==> src/rtl/assert_macros.svh <==
// ----------------------------------------------------------------------------
// assert_macros.svh
// assertion shorthands for the quaternion to euler block
// ----------------------------------------------------------------------------
`ifndef ASSERT_MACROS_SVH
`define ASSERT_MACROS_SVH

// checked outside reset only
`define QTE_ASSERT(lbl, prop, msg) \
   lbl: assert property (@(posedge clock) disable iff (reset) (prop)) else $error(msg);

// checked at every edge, reset included
`define QTE_ASSERT_ALWAYS(lbl, prop, msg) \
   lbl: assert property (@(posedge clock) (prop)) else $error(msg);

`endif

==> src/rtl/qte_pkg.sv <==
// ----------------------------------------------------------------------------
// qte_pkg
// shared types, constants and tables of the quaternion to euler block
// ----------------------------------------------------------------------------
`timescale 1ns / 1ps
`default_nettype none
package qte_pkg;
   localparam int CORDIC_STEPS = 16;
   localparam int LAT_C        = CORDIC_STEPS + 1;
   localparam int TW           = 35;
   localparam int CW           = 38;
   localparam int THR_W        = 15;
   // low part width of the split gain multiply and the product sum width
   localparam int SPLIT        = 19;
   localparam int PW           = CW + 25;
   localparam logic signed [TW-1:0] ONE_Q30 = TW'(2**30);
   localparam logic [23:0] INV_GAIN = 24'd10188014;
   localparam logic [31:0] QUARTER  = 32'h4000_0000;
   localparam logic [THR_W-1:0] THR_RESET = THR_W'(1);

   typedef struct packed {
      logic signed [15:0] quat_x;
      logic signed [15:0] quat_y;
      logic signed [15:0] quat_z;
      logic signed [15:0] quat_w;
   } req_type;

   typedef struct packed {
      logic signed [15:0] angle_x;
      logic signed [15:0] angle_y;
      logic signed [15:0] angle_z;
      logic               gimbal_lock;
   } rsp_type;

   typedef struct packed {
      logic signed [TW-1:0] m31;
      logic signed [TW-1:0] m32;
      logic signed [TW-1:0] m33;
      logic signed [TW-1:0] m12;
      logic signed [TW-1:0] m22;
      logic signed [TW-1:0] m11;
      logic signed [TW-1:0] m21;
   } terms_type;

   // arctangent of 2^-i as a 32-bit binary angle
   function automatic logic [31:0] atan_entry(input logic [4:0] i);
      logic [31:0] r;
      case (i)
         5'd0:  r = 32'h20000000;  5'd1:  r = 32'h12E4051E;
         5'd2:  r = 32'h09FB385B;  5'd3:  r = 32'h051111D4;
         5'd4:  r = 32'h028B0D43;  5'd5:  r = 32'h0145D7E1;
         5'd6:  r = 32'h00A2F61E;  5'd7:  r = 32'h00517C55;
         5'd8:  r = 32'h0028BE53;  5'd9:  r = 32'h00145F2F;
         5'd10: r = 32'h000A2F98;  5'd11: r = 32'h000517CC;
         5'd12: r = 32'h00028BE6;  5'd13: r = 32'h000145F3;
         5'd14: r = 32'h0000A2FA;  5'd15: r = 32'h0000517D;
         5'd16: r = 32'h000028BE;  5'd17: r = 32'h0000145F;
         5'd18: r = 32'h00000A30;  5'd19: r = 32'h00000518;
         5'd20: r = 32'h0000028C;  5'd21: r = 32'h00000146;
         5'd22: r = 32'h000000A3;  5'd23: r = 32'h00000051;
         default: r = 32'h0;
      endcase
      return r;
   endfunction

   // round a 32-bit binary angle to 16 bits
   function automatic logic signed [15:0] to_angle16(input logic [31:0] acc);
      logic [31:0] s;
      s = acc + 32'h0000_8000;
      return s[31:16];
   endfunction
endpackage
`default_nettype wire

==> src/rtl/qte_queue.sv <==
// ----------------------------------------------------------------------------
// qte_queue
// four-entry queue of matrix terms between front and back
// ----------------------------------------------------------------------------
`timescale 1ns / 1ps
`default_nettype none
module qte_queue (
   input  wire logic               clock,
   input  wire logic               reset,
   input  wire logic               push,
   input  wire qte_pkg::terms_type push_word,
   output logic                    full,
   input  wire logic               pop,
   output logic                    empty,
   output qte_pkg::terms_type      pop_word
);
   import qte_pkg::*;

   terms_type  slot_ff [4];
   logic [1:0] wp_ff, rp_ff;
   logic [2:0] cnt_ff;
   logic       do_push, do_pop;

   assign full    = cnt_ff == 3'd4;
   assign empty   = cnt_ff == 3'd0;
   assign do_push = push && !full;
   assign do_pop  = pop && !empty;

   // pointers and fill
   always_ff @(posedge clock) begin
      if (reset) begin
         wp_ff  <= 2'd0;
         rp_ff  <= 2'd0;
         cnt_ff <= 3'd0;
      end else begin
         if (do_push) wp_ff <= wp_ff + 2'd1;
         if (do_pop)  rp_ff <= rp_ff + 2'd1;
         cnt_ff <= cnt_ff + 3'(do_push) - 3'(do_pop);
      end
   end

   // storage
   always_ff @(posedge clock) begin
      if (do_push) slot_ff[wp_ff] <= push_word;
   end

   assign pop_word = slot_ff[rp_ff];
endmodule
`default_nettype wire

==> config.mk <==
export PLATFORM = sky130hd
export DESIGN_NAME = qte_queue
export DESIGN_NICKNAME = d
export VERILOG_FILES = /design/src/rtl/assert_macros.svh /design/src/rtl/qte_pkg.sv /design/src/rtl/qte_queue.sv
export SDC_FILE = /design/constraint.sdc
export NUM_CORES = 1
export LEC_CHECK = 0
export ABC_CLOCK_PERIOD_IN_PS = 8350
export BUFFER_PORTS_ARGS = -buffer_cell sky130_fd_sc_hd__buf_4
export CORE_UTILIZATION = 50
export CTS_CLUSTER_DIAMETER = 30
export DETAILED_ROUTE_END_ITERATION = 6
export GPL_ROUTABILITY_DRIVEN = 0
export PLACE_DENSITY_LB_ADDON = 0.2
export SYNTH_ARGS = -nofsm -noshare
export SYNTH_HDL_FRONTEND = slang
export SYNTH_SLANG_ARGS = --single-unit
==> constraint.sdc <==
create_clock -name clock -period 8.35 [get_ports clock]
set_input_delay 1.2525 -clock clock [delete_from_list [all_inputs] [get_ports clock]]
set_output_delay 1.2525 -clock clock [all_outputs]
set_load 0.02 [all_outputs]
Yosys cells after proc, flatten, opt, wreduce, memory -nomap -nowiden. Memory sizes are Yosys's and may differ from the RTL's. A register that Yosys moved wholly into a read port is not among the register bits. Index checks and enable logic that the tools add are counted.

Flip-flop bits (word level): 7. RAM bits: 980. Input port bits: 249. Output and inout port bits: 247. Logic and storage cells: 18. Memories: 1.

Add/subtract/negate cells: 4. Equal/unequal tests: 1. Mux-type cells: 4. Reduce and logical (&&, ||, !) cells: 5.

Memory list: slot_ff (depth 4, bits a word 245, rd ports 1, clocked after memory_dff 1, write ports 1, line qte_queue.sv:19) `terms_type slot_ff [4];`.

Operators with widths (count): 2-bit by 1-bit adder with 2-bit output (second input constant) (2); 2-bit 2-to-1 mux (2); 3-bit by 1-bit adder with 3-bit output (1); 3-bit == test (second input constant) (1); 3-bit zero test (1); 3-bit by 1-bit subtractor with 3-bit output (1); 1-bit logical AND (2); 1-bit zero test (2); 1-bit 2-to-1 mux (2).

Longest topological paths before layout. Gate-level depths: netlist of the first run.

Depth after elaboration: 5. Mapped depth: 10. Gate-level depth less buffers: 10.

Worst setup path after synthesis of the first run. No wires, ideal clock.

Kind: input to register. From: input port push. To: memory slot_ff[1][0] in the netlist's numbering, enable pin. Library setup time: 637 ps. Data arrival time: 7143 ps. Data required time: 7713 ps. Path slack: 570 ps. Stages: 3. Buffers on the path: 0. Cells stage by stage: inv_1 nor2_1 and2_1.

Cells in the longest elaborated chain, start to end: 3.

Ends and longest elaborated chain: start, declared (line qte_queue.sv:10) `input wire logic push,`; 1-bit logical AND (line qte_queue.sv:26) `assign do_push = push && !full;`; 1-bit 2-to-1 mux (line qte_queue.sv:44) `if (do_push) slot_ff[wp_ff] <= push_word;`; 1-bit 2-to-1 mux (not written as such) (line qte_queue.sv:44); end, declared (line qte_queue.sv:19).

Every way passes these cells.

==> flow_summary_export.csv, run 1 <==
group,metric,value,unit
drt,drc,0,
sta,fin_crit,4.62,ns
die,initial_core_util,50.8,%
logic_synthesis,synthesis.area,0.0357,mm2
sta,hold_viol,0,
logic_synthesis,yosysWarnings,0,
worst_setup_path,endpoint_kind,"primary output",
drt,via_count,16352,
logic_synthesis,yosysSeqAreaShare,82.9,%
drt,routed_via_density,5.37,
cells_and_area,final_common_cell,"edfxtp_1",
worst_setup_path,cp_max_fo,114,
placement,place_hpwl,41600,um
sta,setup_viol,0,
cts,cts.path.max_buffers,3,
worst_hold_path,hold_class,"flip-flop to flip-flop",
cells_and_area,syn2layout_area_growth,30.5,%
logic_synthesis,syn_inst,1330,
cts,insertion_delay,0.72,ns
die,pin_count,496,
power,p_leak,15.9,nW
die,fp.dieW,269,um
sta,slew_headroom,12.1,%
cts,cts_setup_buffers,0,
die,coreArea,0.0704,mm2
sta,tightest_slew,1.32,ns
cts,postCtsHoldBufs,0,
drt,routed_wl,74000,um
logic_synthesis,synth_cell_types,25,
drt,dr.pass1.iters,5,
sta,skew,0.0370,ns
power,p_per_area,362,mW/mm2
global_routing,antenna_found_initial,14,
sta,min_period_over_period,55.4,%
cells_and_area,final_cell_mix,"edfxtp_1 (980), buf_4 (501), mux4_2 (245)",
sta,final_max_slew_viol_count,0,
global_routing,overflow,0,
die,die-area,0.0725,mm2
global_routing,grt_pass1_wl,109000,um
placement,io_buffers,495,
die,rows,97,
global_routing,grt_pass1_vias,17621,
drt,final_antenna_net_count,0,
global_routing,grt_max_degree,156,
cts,cts_resized,0,
sta,clock.fmax,216,MHz
cts,cts_sinks,989,
sta,tns,0,ns
logic_synthesis,ys_ff_latch,989,
cells_and_area,drive_gt1_share,49.1,%
cts,clkTransAtPathRegs,0.04,ns
logic_synthesis,syn-mean-instance-area,26.9,um2
cts,htreeDepth,4,
drt,wire_per_inst,24.3,um
die,die_h,269,um
logic_synthesis,syn_nets,1586,
power,peakVddDrop,0.260,mV
worst_setup_path,worstPathRequired,7.10,ns
drt,first_iter_violations,1024,
cts,cts_tree,"yes",
flow_run,maxCapViolCount,0,
sta,grt_setup_unrepaired,"false",
cts,numCtsBuffers,172,
worst_setup_path,start_kind,"flip-flop",
cts,cts-root-buf,"clkbuf_16",
worst_setup_path,cp.arrival,3.37,ns
worst_setup_path,critPathKind,"flip-flop to primary output",
sta,holdWs,0.486,ns
cells_and_area,nets,2213,
outcome,status,"finished clean",
global_routing,grt.total_usage,20.6,%
[final timing paths]
check / slack, ns / depth (start not counted) / startpoint / to
max: 3.73 / 3 / flip-flop / pop_word[215]
min reg2reg: 0.49 / 2 / rp_ff[1] / flip-flop
min: 0.49 / 2 / rp_ff[1] / flip-flop
max reg2reg: 5.35 / 4 / cnt_ff[1] / slot_ff[1][199]
[worst max-delay path, cell delays in order (launching register included)]
cell and delay [ns]:
dfxtp_4 0.90, buf_12 0.60, mux4_2 0.65, buf_4 0.18
[flip-flops by register name (all words and copies together) (netlist names), named ones only]
signal,count
cnt_ff,3
rp_ff,2
slot_ff,980
wp_ff,2
[cell families after synthesis]
family / Yosys count / synth area share, %
AO/OA/AOI/OAI: 5 / 0.0770
XOR/XNOR: 3 / 0.0735
adder cells (fa/ha/maj): 7 / 0.266
buffers and inverters: 63 / 0.991
flip-flops: 989 / 82.9
multiplexers: 246 / 15.5
AND/OR/NAND/NOR: 17 / 0.263
[synth_stat cells (all sizes together)]
cell type,number,area share (%)
xor2,1,0.025
o31ai,1,0.021
fa,1,0.056
o21ai,2,0.028
mux2i,1,0.028
nand2b,2,0.035
nor2b,2,0.035
edfxtp,980,82
dfxtp,9,0.50
a21oi,2,0.028
nor3b,1,0.021
inv,8,0.084
buf,52,0.88
clkbuf,3,0.032
and2,4,0.070
or3,2,0.035
mux4,245,15
ha,6,0.21
nor3,1,0.014
xnor2,2,0.049
nor2,4,0.042
nand2,1,0.010
[per-stage QoR]
stage                     power, mW  util, %  area [um2]  worst slack, ns  cells
after CTS                      17.1     66.2       46600             3.59   3040
after global placement         9.76     57.5       40500             4.32   2723
final                          16.9     66.3       46600             3.73   3047
after global routing           17.4     66.2       46600             3.41   3044
after detailed placement       9.79     57.5       40500             4.33   2723
after floorplan                8.46        -       35700            0.570   1330
[area by class of cell]
class	count	area, um2
antenna	7	17.5
clock buffer	189	4390
clock inverter	128	1730
fill	4460	23800
inverter	8	30.0
multi-input combinational	278	5780
sequential	989	29600
tap	940	1180
timing repair buffer	508	3900
[routing by layer]
layer	global-route usage, %	vias to the layer above	wire length, um
met2	33.9	541	38000
met3	8.64	145	6630
li1	-	7107	-
met5	0	-	107
met1	24.1	8543	27400
met4	7.67	16	1920
[power breakdown]
group | internal [mW] | total, mW | switching [mW]
logic | 1.59 | 3.50 | 1.91
clock network | 4.89 | 7.24 | 2.35
registers | 5.98 | 6.13 | 0.152
Note: power is estimated with default switching activity, not from simulation.
==> inputs of run 2 (changes only) <==
--- a/config.mk
+++ b/config.mk
@@ -5,7 +5,8 @@
 export SDC_FILE = /design/constraint.sdc
 export NUM_CORES = 1
 export LEC_CHECK = 0
-export ABC_CLOCK_PERIOD_IN_PS = 8350
+export ABC_AREA = 1
+export ABC_CLOCK_PERIOD_IN_PS = 4550
 export BUFFER_PORTS_ARGS = -buffer_cell sky130_fd_sc_hd__buf_4
 export CORE_UTILIZATION = 50
 export CTS_CLUSTER_DIAMETER = 30
==> constraint.sdc (replaced) <==
create_clock -name clock -period 4.55 [get_ports clock]
set_input_delay 0.6825 -clock clock [delete_from_list [all_inputs] [get_ports clock]]
set_output_delay 0.6825 -clock clock [all_outputs]
set_load 0.02 [all_outputs]
==> flow_summary_export.csv, run 2 <==
group,metric,value,unit
worst_setup_path,worstPathRequired,3.87,ns
die,pin_count,496,
cells_and_area,top_regs,"slot_ff: 980 flops, cnt_ff: 3 flops",
worst_setup_path,critPathKind,"flip-flop to primary output",
logic_synthesis,syn_nets,2694,
drt,first_iter_violations,1629,
logic_synthesis,yosysMostFrequentCell,"edfxtp_1",
cts,postCtsHoldBufs,0,
cts,cts_tree,"yes",
power,p_leak,16.7,nW
logic_synthesis,yosysTopAreaCellShare,80.6,%
cts,cts-root-buf,"clkbuf_16",
sta,fin_ws,0.682,ns
sta,setup_viol,0,
sta,holdWs,0.145,ns
cells_and_area,largest_register_ff_count,980,
global_routing,antenna_found_initial,11,
sta,final_max_slew_viol_count,0,
cells_and_area,regMostFlops,"slot_ff",
drt,final_antenna_net_count,0,
drt,routed_via_density,5.56,
logic_synthesis,synth_cell_types,16,
logic_synthesis,synth_area_leaders,"edfxtp_1 (81%), o21ai_0 (6.7%), nor2_1 (5.2%), o22ai_1 (4.2%), clkbuf_1 (1.1%)",
global_routing,grt_util_met1,29.7,%
cells_and_area,final_common_cell,"edfxtp_1",
cts,insertion_delay,0.71,ns
global_routing,busiest_layer,"met2",
worst_setup_path,reg2regPathDepth,5,
power,peakVddDrop,0.453,mV
sta,skew,0.0289,ns
worst_setup_path,cp_max_fo,146,
die,initial_core_util,50.8,%
cells_and_area,final_util,65.5,%
cts,cts.path.max_buffers,3,
placement,placedInstanceArea,0.0412,mm2
logic_synthesis,netlist_top_cells_count,"edfxtp_1 (980), nor2_1 (504), o21ai_0 (490)",
sta,clock.fmax,259,MHz
logic_synthesis,yosysWarnings,0,
worst_setup_path,endpoint_kind,"primary output",
cells_and_area,final_cell_mix,"edfxtp_1 (980), buf_4 (510), nor2_1 (500)",
cts,numCtsBuffers,174,
global_routing,use_met2,37.0,%
logic_synthesis,yosysSeqAreaShare,81.1,%
global_routing,grt_use_met3,7.06,%
global_routing,grt_pass1_vias,22499,
sta,slew_headroom,6.91,%
logic_synthesis,synth_edf_count,980,
sta,hold_viol,0,
logic_synthesis,syn_inst,2438,
logic_synthesis,synthesis.area,0.0365,mm2
worst_setup_path,start_kind,"flip-flop",
drt,dr.pass1.iters,7,
logic_synthesis,syn-mean-instance-area,15.0,um2
cts,cts_sinks,989,
worst_hold_path,holdPathStages,1,
cts,cts_resized,0,
global_routing,grt_max_degree,165,
cells_and_area,drive_gt1_share,26.0,%
global_routing,overflow,0,
cells_and_area,fin_area,0.0470,mm2
cells_and_area,n_fill_cell,5007,
sta,fin_crit,3.87,ns
die,die_h,272,um
worst_hold_path,hold_class,"input port to flip-flop",
placement,io_buffers,495,
die,die-area,0.0741,mm2
logic_synthesis,async_reset_ff_share,0,%
worst_setup_path,cp.arrival,3.19,ns
sta,grt_setup_unrepaired,"false",
sta,tightest_slew,1.40,ns
placement,place_hpwl,47400,um
drt,via_count,22674,
global_routing,grt_pass1_wl,130000,um
drt,wire_per_inst,21.3,um
logic_synthesis,synth.largest_area_cell,"edfxtp_1",
logic_synthesis,synth-main-ff-cell,"edfxtp_1",
cts,cts_setup_buffers,0,
cts,clkTransAtPathRegs,0.05,ns
sta,tns,0,ns
placement,pre_cts_ws,1.40,ns
drt,routed_wl,86900,um
die,coreArea,0.0719,mm2
cts,htreeDepth,4,
sta,min_period_over_period,85.0,%
flow_run,maxCapViolCount,0,
cells_and_area,syn2layout_area_growth,28.9,%
outcome,status,"finished clean",
cells_and_area,nets,3235,
drt,drc,0,
die,rows,98,
die,fp.dieW,272,um
power,p_per_area,653,mW/mm2
logic_synthesis,ys_ff_latch,989,
global_routing,grt.total_usage,23.1,%
[run 2: cell types whose count changed after synthesis, sizes merged, moves of 3 or more]
cell,delta
nor2,+500
o21ai,+488
mux4,-245
o22ai,+245
clkbuf,+101
inv,+12
nand2,+11
buf,+6
and2,-4
nand3,+4
a21oi,+3
[run 2: cell families (layout without fill, tap and decap cells)]
kind of cell | count (synthesis) | after routing | synth area share (%)
simple gates | 520 | 520 | 5.36
fa+ha+maj | 7 | 7 | 0.261
flops | 989 | 989 | 81.1
compound gates | 740 | 740 | 11.0
buf+inv | 182 | 869 | 2.28
other cells | 0 | 4 | 0
[run 2: final cells by class]
cell class                 instances  area [um2]  area share (%)
antenna                            4        10.0          0.0213
clock buffer                     193        4450            9.45
clock inverter                   129        1420            3.01
inverter                          20        87.6           0.186
multi-input combinational       1267        6110            13.0
sequential                       989       29600            63.0
tap                              950        1190            2.53
timing repair buffer             527        4170            8.86
[run 2: through the flow]
stage	power [mW]	instances
after detailed placement	18.3	3753
final	30.7	4079
after global placement	18.2	3753
after CTS	31.0	4075
after global routing	31.8	4079
after floorplan	15.4	2438
[run 2: report_power, final]
part,internal [mW],leakage (nW),switching [mW]
Sequential,11.1,9.05,0.279
Combinational,2.23,4.78,4.49
Clock,8.18,2.83,4.41
[run 2: routing by layer]
layer	up-vias	part of all wire [%]
li1	10393	-
met4	14	2.8
met3	176	8.5
met1	11315	39
met2	776	49
met5	-	0.11
[run 2: critical path, cell delays in order (launching register included)]
cell and delay, ns:
dfxtp_4 0.58, inv_8 0.73, buf_4 0.42, o21ai_0 0.13
o22ai_1 0.25, buf_4 0.22
[run 2: path summary, 6_finish.rpt]
kind | end | slack (ns) | startpoint
min reg2reg | flip-flop | 0.51 | rp_ff[0]
min | slot_ff[1][12] | 0.15 | push_word[12]
max | pop_word[187] | 0.68 | flip-flop
max reg2reg | slot_ff[2][94] | 2.07 | cnt_ff[1]
